==> src/lccd_pkg.sv <==
package lccd_pkg;

    localparam int SAMPLE_BITS = 12;
    localparam int TICK_BITS   = 32;
    localparam int SUM_BITS    = 24;
    localparam int IDX_BITS    = 12;
    localparam int FRAME_BITS  = 32;
    localparam int CFG_IDX_BITS  = 3;
    localparam int CFG_DATA_BITS = 25;

    localparam logic [1:0] FUNC_START  = 2'd0;
    localparam logic [1:0] FUNC_TICK   = 2'd1;
    localparam logic [1:0] FUNC_SAMPLE = 2'd2;

    localparam logic [CFG_IDX_BITS-1:0] REG_INTEGRATION = 3'd0;
    localparam logic [CFG_IDX_BITS-1:0] REG_GATE_SHIFT  = 3'd1;
    localparam logic [CFG_IDX_BITS-1:0] REG_SHIFT_WIDTH = 3'd2;
    localparam logic [CFG_IDX_BITS-1:0] REG_TOTAL       = 3'd3;
    localparam logic [CFG_IDX_BITS-1:0] REG_DUMMIES     = 3'd4;
    localparam logic [CFG_IDX_BITS-1:0] REG_VALID       = 3'd5;
    localparam logic [CFG_IDX_BITS-1:0] REG_CONTINUOUS  = 3'd6;

    typedef struct packed {
        logic [24:0]         integration_ticks;
        logic [15:0]         gate_to_shift_ticks;
        logic [15:0]         shift_width_ticks;
        logic [IDX_BITS-1:0] total_samples;
        logic [IDX_BITS-1:0] leading_dummies;
        logic [IDX_BITS-1:0] valid_pixels;
        logic                continuous;
    } t_cfg;

    typedef struct packed {
        logic                   gate_level;
        logic                   shift_level;
        logic                   readout_active;
        logic                   pixel_valid;
        logic [IDX_BITS-1:0]    pixel_pos;
        logic [SAMPLE_BITS-1:0] pixel_value;
        logic                   frame_done;
        logic                   frame_ok;
        logic [FRAME_BITS-1:0]  frame_number;
        logic [SUM_BITS-1:0]    pixel_sum;
        logic [SAMPLE_BITS-1:0] pixel_min;
        logic [SAMPLE_BITS-1:0] pixel_max;
    } t_result;

endpackage

==> src/lccd_cfg.sv <==
module lccd_cfg (
    input  logic                                 i_clk,
    input  logic                                 i_rst_n,
    input  logic                                 i_cfg_valid,
    input  logic [lccd_pkg::CFG_IDX_BITS-1:0]    i_cfg_index,
    input  logic [lccd_pkg::CFG_DATA_BITS-1:0]   i_cfg_data,
    output lccd_pkg::t_cfg                       o_cfg
);

    lccd_pkg::t_cfg r_cfg;

    always_ff @(posedge i_clk) begin
        if (!i_rst_n) begin
            r_cfg.integration_ticks   <= 25'd20000;
            r_cfg.gate_to_shift_ticks <= 16'd1;
            r_cfg.shift_width_ticks   <= 16'd2;
            r_cfg.total_samples       <= 12'd3694;
            r_cfg.leading_dummies     <= 12'd32;
            r_cfg.valid_pixels        <= 12'd3648;
            r_cfg.continuous          <= 1'b0;
        end else if (i_cfg_valid) begin
            case (i_cfg_index)
                lccd_pkg::REG_INTEGRATION: r_cfg.integration_ticks   <= i_cfg_data;
                lccd_pkg::REG_GATE_SHIFT:  r_cfg.gate_to_shift_ticks <= i_cfg_data[15:0];
                lccd_pkg::REG_SHIFT_WIDTH: r_cfg.shift_width_ticks   <= i_cfg_data[15:0];
                lccd_pkg::REG_TOTAL:       r_cfg.total_samples       <= i_cfg_data[11:0];
                lccd_pkg::REG_DUMMIES:     r_cfg.leading_dummies     <= i_cfg_data[11:0];
                lccd_pkg::REG_VALID:       r_cfg.valid_pixels        <= i_cfg_data[11:0];
                lccd_pkg::REG_CONTINUOUS:  r_cfg.continuous          <= i_cfg_data[0];
                default: ;
            endcase
        end
    end

    assign o_cfg = r_cfg;

endmodule

==> src/lccd_core.sv <==
module lccd_core (
    input  logic                                i_clk,
    input  logic                                i_rst_n,
    input  logic                                i_accept,
    input  logic [1:0]                          i_func,
    input  logic [lccd_pkg::SAMPLE_BITS-1:0]    i_sample,
    input  lccd_pkg::t_cfg                      i_cfg,
    output lccd_pkg::t_result                   o_result
);

    typedef enum logic [2:0] {
        PH_IDLE,
        PH_INTEGRATE,
        PH_DELAY,
        PH_SHIFT,
        PH_READOUT
    } t_phase;

    t_phase                              r_phase, n_phase;
    logic [lccd_pkg::TICK_BITS-1:0]      r_ticks, n_ticks, w_ticks_inc;
    logic                                r_gate, n_gate, r_shift, n_shift;
    logic [lccd_pkg::IDX_BITS-1:0]       r_seen, n_seen, r_stored, n_stored;
    logic [lccd_pkg::FRAME_BITS-1:0]     r_frames, n_frames;
    logic [lccd_pkg::SUM_BITS-1:0]       r_sum, n_sum;
    logic [lccd_pkg::SUM_BITS:0]         w_sum_wide;
    logic [lccd_pkg::SAMPLE_BITS-1:0]    r_min, n_min, r_max, n_max;
    logic [lccd_pkg::TICK_BITS-1:0]      w_int_lim, w_g2s_lim, w_sw_lim;
    logic                                w_pv, w_done, w_ok;

    always_comb begin
        w_ticks_inc = (r_ticks == '1) ? r_ticks : r_ticks + 1'b1;
        w_int_lim = (i_cfg.integration_ticks == '0) ? lccd_pkg::TICK_BITS'(1)
                  : lccd_pkg::TICK_BITS'(i_cfg.integration_ticks);
        w_g2s_lim = lccd_pkg::TICK_BITS'(i_cfg.gate_to_shift_ticks);
        w_sw_lim  = (i_cfg.shift_width_ticks == '0) ? lccd_pkg::TICK_BITS'(1)
                  : lccd_pkg::TICK_BITS'(i_cfg.shift_width_ticks);
        w_sum_wide = {1'b0, r_sum}
                   + (lccd_pkg::SUM_BITS + 1)'(i_sample);

        n_phase  = r_phase;
        n_ticks  = r_ticks;
        n_gate   = r_gate;
        n_shift  = r_shift;
        n_seen   = r_seen;
        n_stored = r_stored;
        n_frames = r_frames;
        n_sum    = r_sum;
        n_min    = r_min;
        n_max    = r_max;
        w_pv     = 1'b0;
        w_done   = 1'b0;
        w_ok     = 1'b0;

        case (i_func)
            lccd_pkg::FUNC_START: begin
                if (r_phase == PH_IDLE) begin
                    n_gate  = 1'b0;
                    n_shift = 1'b0;
                    n_phase = PH_INTEGRATE;
                    n_ticks = '0;
                end
            end
            lccd_pkg::FUNC_TICK: begin
                case (r_phase)
                    PH_INTEGRATE: begin
                        n_ticks = w_ticks_inc;
                        if (w_ticks_inc >= w_int_lim) begin
                            n_gate  = 1'b1;
                            n_phase = PH_DELAY;
                            n_ticks = '0;
                            if (i_cfg.gate_to_shift_ticks == '0) begin
                                n_shift = 1'b1;
                                n_phase = PH_SHIFT;
                            end
                        end
                    end
                    PH_DELAY: begin
                        n_ticks = w_ticks_inc;
                        if (w_ticks_inc >= w_g2s_lim) begin
                            n_shift = 1'b1;
                            n_phase = PH_SHIFT;
                            n_ticks = '0;
                        end
                    end
                    PH_SHIFT: begin
                        n_ticks = w_ticks_inc;
                        if (w_ticks_inc >= w_sw_lim) begin
                            n_shift  = 1'b0;
                            n_phase  = PH_READOUT;
                            n_ticks  = '0;
                            n_seen   = '0;
                            n_stored = '0;
                            n_sum    = '0;
                            n_min    = '1;
                            n_max    = '0;
                        end
                    end
                    default: ;
                endcase
            end
            lccd_pkg::FUNC_SAMPLE: begin
                if (r_phase == PH_READOUT) begin
                    if (r_seen >= i_cfg.leading_dummies && r_stored < i_cfg.valid_pixels) begin
                        w_pv     = 1'b1;
                        n_sum    = w_sum_wide[lccd_pkg::SUM_BITS] ? '1
                                 : w_sum_wide[lccd_pkg::SUM_BITS-1:0];
                        n_min    = (i_sample < r_min) ? i_sample : r_min;
                        n_max    = (i_sample > r_max) ? i_sample : r_max;
                        n_stored = r_stored + 1'b1;
                    end
                    n_seen = r_seen + 1'b1;
                    if (n_seen >= i_cfg.total_samples) begin
                        w_done   = 1'b1;
                        w_ok     = (n_stored >= i_cfg.valid_pixels);
                        n_frames = r_frames + 1'b1;
                        n_ticks  = '0;
                        if (i_cfg.continuous) begin
                            n_gate  = 1'b0;
                            n_shift = 1'b0;
                            n_phase = PH_INTEGRATE;
                        end else begin
                            n_phase = PH_IDLE;
                        end
                    end
                end
            end
            default: ;
        endcase

        o_result.gate_level     = n_gate;
        o_result.shift_level    = n_shift;
        o_result.readout_active = (n_phase == PH_READOUT);
        o_result.pixel_valid    = w_pv;
        o_result.pixel_pos      = w_pv ? r_stored : '0;
        o_result.pixel_value    = w_pv ? i_sample : '0;
        o_result.frame_done     = w_done;
        o_result.frame_ok       = w_ok;
        o_result.frame_number   = n_frames;
        o_result.pixel_sum      = n_sum;
        o_result.pixel_min      = n_min;
        o_result.pixel_max      = n_max;
    end

    always_ff @(posedge i_clk) begin
        if (!i_rst_n) begin
            r_phase  <= PH_IDLE;
            r_ticks  <= '0;
            r_gate   <= 1'b0;
            r_shift  <= 1'b0;
            r_seen   <= '0;
            r_stored <= '0;
            r_frames <= '0;
            r_sum    <= '0;
            r_min    <= '1;
            r_max    <= '0;
        end else if (i_accept) begin
            r_phase  <= n_phase;
            r_ticks  <= n_ticks;
            r_gate   <= n_gate;
            r_shift  <= n_shift;
            r_seen   <= n_seen;
            r_stored <= n_stored;
            r_frames <= n_frames;
            r_sum    <= n_sum;
            r_min    <= n_min;
            r_max    <= n_max;
        end
    end

endmodule

==> src/linear_ccd_timing_and_readout.sv <==
// channel   direction  handshake                  payload
// cfg       in         i_cfg_valid / o_cfg_ready   i_cfg_index, i_cfg_data
// item      in         i_valid / o_ready           i_func, i_sample
// result    out        o_valid / i_ready           o_gate_level .. o_pixel_max
//
// one item per cycle while no result is stalled; its result is in the output register in the cycle after the transfer
// the result is computed combinationally from the sequencer state and held in the output register
// synchronous active-low reset returns to idle with the register reset values
// a stalled result holds; a new item is taken in the cycle the held result is taken
module linear_ccd_timing_and_readout (
    input  logic                                 i_clk,
    input  logic                                 i_rst_n,
    input  logic                                 i_cfg_valid,
    output logic                                 o_cfg_ready,
    input  logic [lccd_pkg::CFG_IDX_BITS-1:0]    i_cfg_index,
    input  logic [lccd_pkg::CFG_DATA_BITS-1:0]   i_cfg_data,
    input  logic                                 i_valid,
    output logic                                 o_ready,
    input  logic [1:0]                           i_func,
    input  logic [lccd_pkg::SAMPLE_BITS-1:0]     i_sample,
    output logic                                 o_valid,
    input  logic                                 i_ready,
    output logic                                 o_gate_level,
    output logic                                 o_shift_level,
    output logic                                 o_readout_active,
    output logic                                 o_pixel_valid,
    output logic [lccd_pkg::IDX_BITS-1:0]        o_pixel_pos,
    output logic [lccd_pkg::SAMPLE_BITS-1:0]     o_pixel_value,
    output logic                                 o_frame_done,
    output logic                                 o_frame_ok,
    output logic [lccd_pkg::FRAME_BITS-1:0]      o_frame_number,
    output logic [lccd_pkg::SUM_BITS-1:0]        o_pixel_sum,
    output logic [lccd_pkg::SAMPLE_BITS-1:0]     o_pixel_min,
    output logic [lccd_pkg::SAMPLE_BITS-1:0]     o_pixel_max
);

    lccd_pkg::t_cfg    w_cfg;
    lccd_pkg::t_result w_result;
    lccd_pkg::t_result r_out;
    logic              r_valid;
    logic              w_accept;

    assign o_cfg_ready = 1'b1;
    assign o_ready     = !r_valid || i_ready;
    assign w_accept    = i_valid && o_ready;

    lccd_cfg u_cfg (
        .i_clk       (i_clk),
        .i_rst_n     (i_rst_n),
        .i_cfg_valid (i_cfg_valid),
        .i_cfg_index (i_cfg_index),
        .i_cfg_data  (i_cfg_data),
        .o_cfg       (w_cfg)
    );

    lccd_core u_core (
        .i_clk    (i_clk),
        .i_rst_n  (i_rst_n),
        .i_accept (w_accept),
        .i_func   (i_func),
        .i_sample (i_sample),
        .i_cfg    (w_cfg),
        .o_result (w_result)
    );

    always_ff @(posedge i_clk) begin
        if (!i_rst_n) begin
            r_valid <= 1'b0;
        end else if (o_ready) begin
            r_valid <= i_valid;
        end
    end

    always_ff @(posedge i_clk) begin
        if (w_accept) begin
            r_out <= w_result;
        end
    end

    assign o_valid          = r_valid;
    assign o_gate_level     = r_out.gate_level;
    assign o_shift_level    = r_out.shift_level;
    assign o_readout_active = r_out.readout_active;
    assign o_pixel_valid    = r_out.pixel_valid;
    assign o_pixel_pos      = r_out.pixel_pos;
    assign o_pixel_value    = r_out.pixel_value;
    assign o_frame_done     = r_out.frame_done;
    assign o_frame_ok       = r_out.frame_ok;
    assign o_frame_number   = r_out.frame_number;
    assign o_pixel_sum      = r_out.pixel_sum;
    assign o_pixel_min      = r_out.pixel_min;
    assign o_pixel_max      = r_out.pixel_max;

endmodule

==> config.mk <==
export PLATFORM = sky130hd
export DESIGN_NAME = linear_ccd_timing_and_readout
export DESIGN_NICKNAME = d
export VERILOG_FILES = /design/src/lccd_pkg.sv /design/src/lccd_cfg.sv /design/src/lccd_core.sv /design/src/linear_ccd_timing_and_readout.sv
export SDC_FILE = /design/constraint.sdc
export NUM_CORES = 1
export LEC_CHECK = 0
export BUFFER_PORTS_ARGS = -buffer_cell sky130_fd_sc_hd__clkbuf_2
export CORE_ASPECT_RATIO = 2
export CORE_MARGIN = 3
export CORE_UTILIZATION = 65
export DETAILED_ROUTE_END_ITERATION = 10
export GPL_ROUTABILITY_DRIVEN = 0
export PLACE_DENSITY = 0.85
export SYNTH_ARGS = -nofsm -noshare
export SYNTH_HDL_FRONTEND = slang
export SYNTH_HIERARCHICAL = 1
export SYNTH_SLANG_ARGS = --single-unit
==> constraint.sdc <==
create_clock -name i_clk -period 10.1 [get_ports i_clk]
set_input_delay 1.515 -clock i_clk [delete_from_list [all_inputs] [get_ports i_clk]]
set_output_delay 1.515 -clock i_clk [all_outputs]
set_load 0.005 [all_outputs]
Word level (Yosys, flattened, before mapping)
Index checks and enable logic that the tools add are counted.
{"block": "word_totals", "output_inout_bits": 113, "inputBits": 47, "ram_bits": 0, "mem_bits_ro": 0, "regBits": 346, "memories": 0, "latchBits": 0, "word_cells": 159}
{"block": "classes", "shift": 0, "mux": 72, "order_cmp": 9, "div": 0, "reduce_logical": 23, "n_eq_ne": 20, "add_sub_neg": 5, "bitwise_logic": 0, "mul": 0}
{"operator": "$mux W32", "count": 10}
{"operator": "$mux W12", "count": 17}
{"operator": "$pmux W32 S3", "count": 2}
{"operator": "$mux W24", "count": 5}
{"operator": "$pmux W12 S2", "count": 4}
{"operator": "$add A32 B1 Y32 const B", "count": 2}
{"operator": "$ge A32 B32 Y1", "count": 2}
{"operator": "$pmux W24 S2", "count": 1}
{"operator": "$ge A12 B12 Y1", "count": 3}
{"operator": "$eq A32 B32 Y1 const B", "count": 1}
{"operator": "$ge A32 B16 Y1", "count": 1}
{"operator": "$logic_not A16 Y1", "count": 2}
{"operator": "$add A24 B12 Y25", "count": 1}
{"operator": "$logic_not A25 Y1", "count": 1}
{"operator": "$mux W25", "count": 1}
{"operator": "$add A12 B1 Y12 const B", "count": 2}
{"operator": "$lt A12 B12 Y1", "count": 2}
{"operator": "$mux W1", "count": 20}
{"operator": "$mux W3", "count": 6}
{"operator": "$pmux W3 S3", "count": 2}
{"operator": "$mux W16", "count": 1}
{"operator": "$reduce_and A2 Y1", "count": 8}
{"operator": "$eq A3 B3 Y1 const B", "count": 5}
{"operator": "$eq A3 B2 Y1 const B", "count": 4}
{"operator": "other kinds (17)", "count": 26}

Longest topological paths before layout
{"block": "logic_depth", "word_depth": 7, "depth_mapped": 23}

Cells and area by module
The synthesis kept the hierarchy.
{"mod": "lccd_core", "seq_area_each_um2": 2822.7, "instances": 1, "area_per_inst_um2": 13083.8, "cells_each": 1693}
{"mod": "lccd_cfg", "seq_area_each_um2": 1881.8, "instances": 1, "area_per_inst_um2": 3594.7, "cells_each": 351}
{"mod": "linear_ccd_timing_and_readout", "seq_area_each_um2": 3323.2, "instances": 1, "area_per_inst_um2": 3372.0, "cells_each": 117}

Least setup slack after synthesis
No wires, ideal clock.
{"block": "synth_path", "path_kind": "reg2reg", "startpoint": "register u_core/r_ticks[0] (netlist bit)", "endpoint": "register r_out, in the netlist o_readout_active (data pin)", "arrival_time_ns": 4.871, "stages_incl_launch_ff": 22, "path_buffers": 2, "path_slack_ns": 4.971, "cell_sequence": "dfxtp_1 ha_1 nand3_1 or4_1 clkbuf_1 nor3_1 nor3_1 and4_1 clkbuf_1 nand3_1 xnor2_1 ha_1 a21o_1 a21o_1 a21o_1 a21o_1 a21o_1 a2111oi_0 nand3_1 a221oi_1 nor4_1 o221a_2"}
{"element": "start: declaration", "line_no": "lccd_core.sv:20", "source": "logic [lccd_pkg::TICK_BITS-1:0] r_ticks, n_ticks, w_ticks_inc;"}
{"element": "start signal: assignment", "line_no": "lccd_core.sv:158", "source": "r_ticks <= n_ticks;"}
{"element": "end signal: assignment", "line_no": "linear_ccd_timing_and_readout.sv:76", "source": "r_out <= w_result;"}
{"element": "end: declaration", "line_no": "linear_ccd_timing_and_readout.sv:39", "source": "lccd_pkg::t_result r_out;"}

Final worst setup path
{"block": "layout_path", "startpoint": "register u_core/r_ticks[0] (netlist bit)", "endpoint": "register u_core/r_ticks[10] (netlist bit)"}
{"block": "layout_between", "elab_chain_cells": 6}
{"element": "$add A32 B1 Y32 / $eq A32 B32 Y1 (equally long branches)", "line_no": "lccd_core.sv:31", "source": "w_ticks_inc = (r_ticks == '1) ? r_ticks : r_ticks + 1'b1;"}
{"element": "$mux W32 (*)", "line_no": "lccd_core.sv:31"}
{"element": "$ge A32 B32 Y1 (tied with other cells)", "line_no": "lccd_core.sv:87", "source": "if (w_ticks_inc >= w_sw_lim) begin"}
{"element": "$mux W32, on equally long branches", "line_no": "lccd_core.sv:87, lccd_core.sv:67, lccd_core.sv:79"}
{"element": "$pmux W32 S3 (*)", "line_no": "lccd_core.sv:64", "source": "case (r_phase)"}
{"element": "$pmux W32 S3 (*)", "line_no": "lccd_core.sv:54", "source": "case (i_func)"}
Mark *: on every way between the ends. The rest lies on a longest branch, timed or not.
A chain may end at the register's enable or synchronous reset.

==> out/qor.csv <==
metric,value,unit
Die Height,254.4,µm
cts repair resizes,0,
Peak VDD IR,165.1,µV
CP peak stage delay,1.02,ns
synth top area cells,"dfxtp_1 24%, edfxtp_1 16%, ha_1 8.9%, mux2i_1 4.9%, nand2_1 4.3%",
Sinks on Clock Net,346,
post-layout minimum cycle time,6.446,ns
Initial Util,0.6619,
clock buffer depth,3,
Post-CTS Setup Bufs,0,
initial antenna violation count,0,
vias,16955,
cts bufs inserted,30,
Reg2Reg Depth,19,
outcome,completed,
design area,21930,µm²
Rows,90,
TritonCTS clock tree,done,
# port buffers,158,
"most used cell, CP",a21o_1,
clk_skew,0.01247,ns
hold_buf cts,0,
Hold Fails Final Rpt,0,
Setup CP Type,flop to flop,
crit path DAT,6.97,ns
Reg2Reg Setup Slack,3.65,ns
Iter 0 DRT Violations,1291,
Leak,0.009123,µW
share of layout cells above drive strength 1,0.1369,
Most used DFF post-synth,dfxtp_1,
leading area contributor after synthesis,dfxtp_1,
Boundary Pins,160,
relative slew slack,0.1949,
worst min path class,flop to flop,
vias in the first global route,17018,
GRT Resource Usage Total,0.3054,
max_cap viols,0,
Clock Latency Late Sink,0.57,ns
final setup violation count,0,
Placed Area,20870,µm²
# H-tree levels,1,
utilization after layout,0.7240,
synth unique cells,101,
top cell type's share of synthesized area,0.2356,
reg2reg start,u_core/r_ticks[0],
Post-Place Cells,2577,
sequential fraction of the synthesis area,0.4004,
Mapped Area,20050,µm²
Die ar.,33120,µm²
Max Transition Viols Final,0,
Final HPWL DP,37400,µm
largest net degree at the start of global routing,89,
cell breakdown of the critical path,ha_1 -> nand3_1 -> or4_1 -> nor3_1 -> nor3_1 -> and4_1 -> nand3_1 -> xnor2_1 -> ha_1 -> a21o_1 -> a21o_1 -> a21o_1 -> a21o_1 -> a21o_1 -> a2111oi_0 -> a31o_2 -> o2111ai_4 -> nor2_1 -> a41o_1,
end of the worst register-to-register path,u_core/r_ticks[10],
hold worst-path end,u_cfg/o_cfg[19],
"CTS clk-pin slew, worst paths",0.07,ns
diodes inserted,0,
Avg WL per Cell,19.67,µm
Finished Layout Cells,2633,
Mapped Nets,2351,
hold path start,u_cfg/o_cfg[19],
critical path endpoint category,flop,
grt ovf,0,
hold depth,2,
Worst Max-Slew Pin Slew,1.177,ns
Root Driver,clkbuf_16,
Commonest cells post-synth,"236 x dfxtp_1, 231 x nand2_1, 150 x inv_1",
Max Fanout on Critical Path,22,
PD cells,135.5,nW/µm²
Sum Neg Setup Slack,0,ns
unrepaired setup endpoints after global routing,no,
Post-Route WL,51780,µm
area delta synth->final,9.373,%
Synth Register Bits,346,
CP max-delay cell,a2111oi_0,
final net count,2431,
CP startpoint kind,flop,
Syn. warnings,6,
chip width,130.2,µm
core area,30290,µm²
Syn Inst Count,2161,
CP Data Required Time,10.62,ns
drt first pass iters,5,
maximum clock frequency,155.1,MHz
most frequent cell after synthesis,dfxtp_1,
mean post-synth cell area,9.278,µm²
number of synthesized flops with an enable pin,110,
"antenna viol nets, final",0,
# fillers,2183,
post-DR vias/cell,6.439,
asr flop ratio synth,0,
first-pass GRT wire length,82390,µm
period utilisation layout,0.6382,
DR DRC count,0,
## stage by stage
stage / worst slack [ns] / hold slack, ns / power, µW
4_1_cts: 3.802 / 0.4664 / 2982
6_report: 3.654 / 0.4660 / 2972
2_1_floorplan: 4.971 / 0.4385 / 1679
3_5_place_dp: 3.839 / 0.4538 / 1776
3_3_place_gp: 4.085 / 0.4471 / 1766
5_1_grt: 3.469 / 0.4869 / 3057
## critical path: cells and delay by family, from the launching register on
| kind | cells | cell delay (ns) |
|---|---|---|
| compound gates | 9 | 2.87 |
| simple gates | 7 | 2.25 |
| fa+ha+maj | 2 | 0.59 |
| flops | 1 | 0.48 |
| xor+xnor | 1 | 0.22 |
## metal layers
metal | wire length [µm] | GRT usage
met3 | 2533 | 0.03333
met5 | 0 | 0
met2 | 27040 | 0.5597
met1 | 18210 | 0.3148
met4 | 4003 | 0.2161
## area by class of cell
cell class	instances	area, µm²	area share
multi-input combinational	1538	10900	0.4971
tap	368	460.4	0.02100
timing repair buffer	175	920.9	0.04199
clock buffer	39	878.3	0.04005
clock inverter	17	178.9	0.008159
inverter	150	563.0	0.02567
sequential	346	8028	0.3661
## cell families (layout without fill, tap and decap cells)
kind of cell    count (synthesis)  in the layout  share of synthesized area
compound gates                443            443                     0.1595
buf+inv                       277            381                    0.05697
fa+ha+maj                     143            143                    0.08961
simple gates                  716            716                     0.1830
flops                         346            346                     0.4004
xor+xnor                      124            124                    0.05417
mux                           111            111                    0.05622
other cells                     1              1                  0.0001870
## worst max path at each step
stage                                 start            endpoint  slack [ns]  cells after the start
after floorplan           u_core/r_ticks[0]    o_readout_active        4.97                     21
after global placement    u_core/r_ticks[0]  u_core/r_ticks[10]        4.09                     19
after detailed placement  u_core/r_ticks[0]  u_core/r_ticks[10]        3.84                     19
after CTS                 u_core/r_ticks[0]  u_core/r_ticks[10]        3.80                     19
after global routing      u_core/r_ticks[0]  u_core/r_ticks[10]        3.47                     19
final                     u_core/r_ticks[0]  u_core/r_ticks[10]        3.65                     19
## flip-flops by register name, indices dropped and copies added (netlist names), 24 cells and up
register	count
o_frame_number	32
o_pixel_sum	24
u_cfg/o_cfg	94
u_core/r_frames	32
u_core/r_sum	24
u_core/r_ticks	32
## layout by cell type (no fill, tap or decap), types with 7 or more instances in the layout
master / count
a32oi_1: 13
ha_1: 141
clkinv_2: 8
nor2b_1: 43
o41ai_1: 9
a32o_1: 10
nand2b_1: 28
a211oi_1: 8
nor3_1: 40
o2bb2ai_1: 7
a31o_2: 22
a31oi_1: 14
o31ai_1: 8
a21oi_1: 128
nand2_1: 231
edfxtp_1: 110
mux2_2: 13
mux2i_1: 98
o21a_1: 10
dfxtp_1: 236
xor2_1: 61
a21o_1: 38
or3_1: 16
a22o_1: 50
buf_4: 18
nor2_1: 108
o21ai_0: 52
nand4_1: 45
nor4_1: 34
or4_1: 9
and3_1: 16
clkbuf_16: 32
and2_1: 29
inv_1: 149
nand3_1: 63
and4_1: 12
xnor2_1: 63
clkbuf_2: 158
or2_2: 11
## where the power goes
group	switching (µW)	internal, µW	leakage (µW)	total (µW)
clock network	530	693	0.000523	1220
logic	168	86.7	0.00560	255
registers	21.5	1470	0.00300	1490
Note: power is estimated with default switching activity, not from simulation.
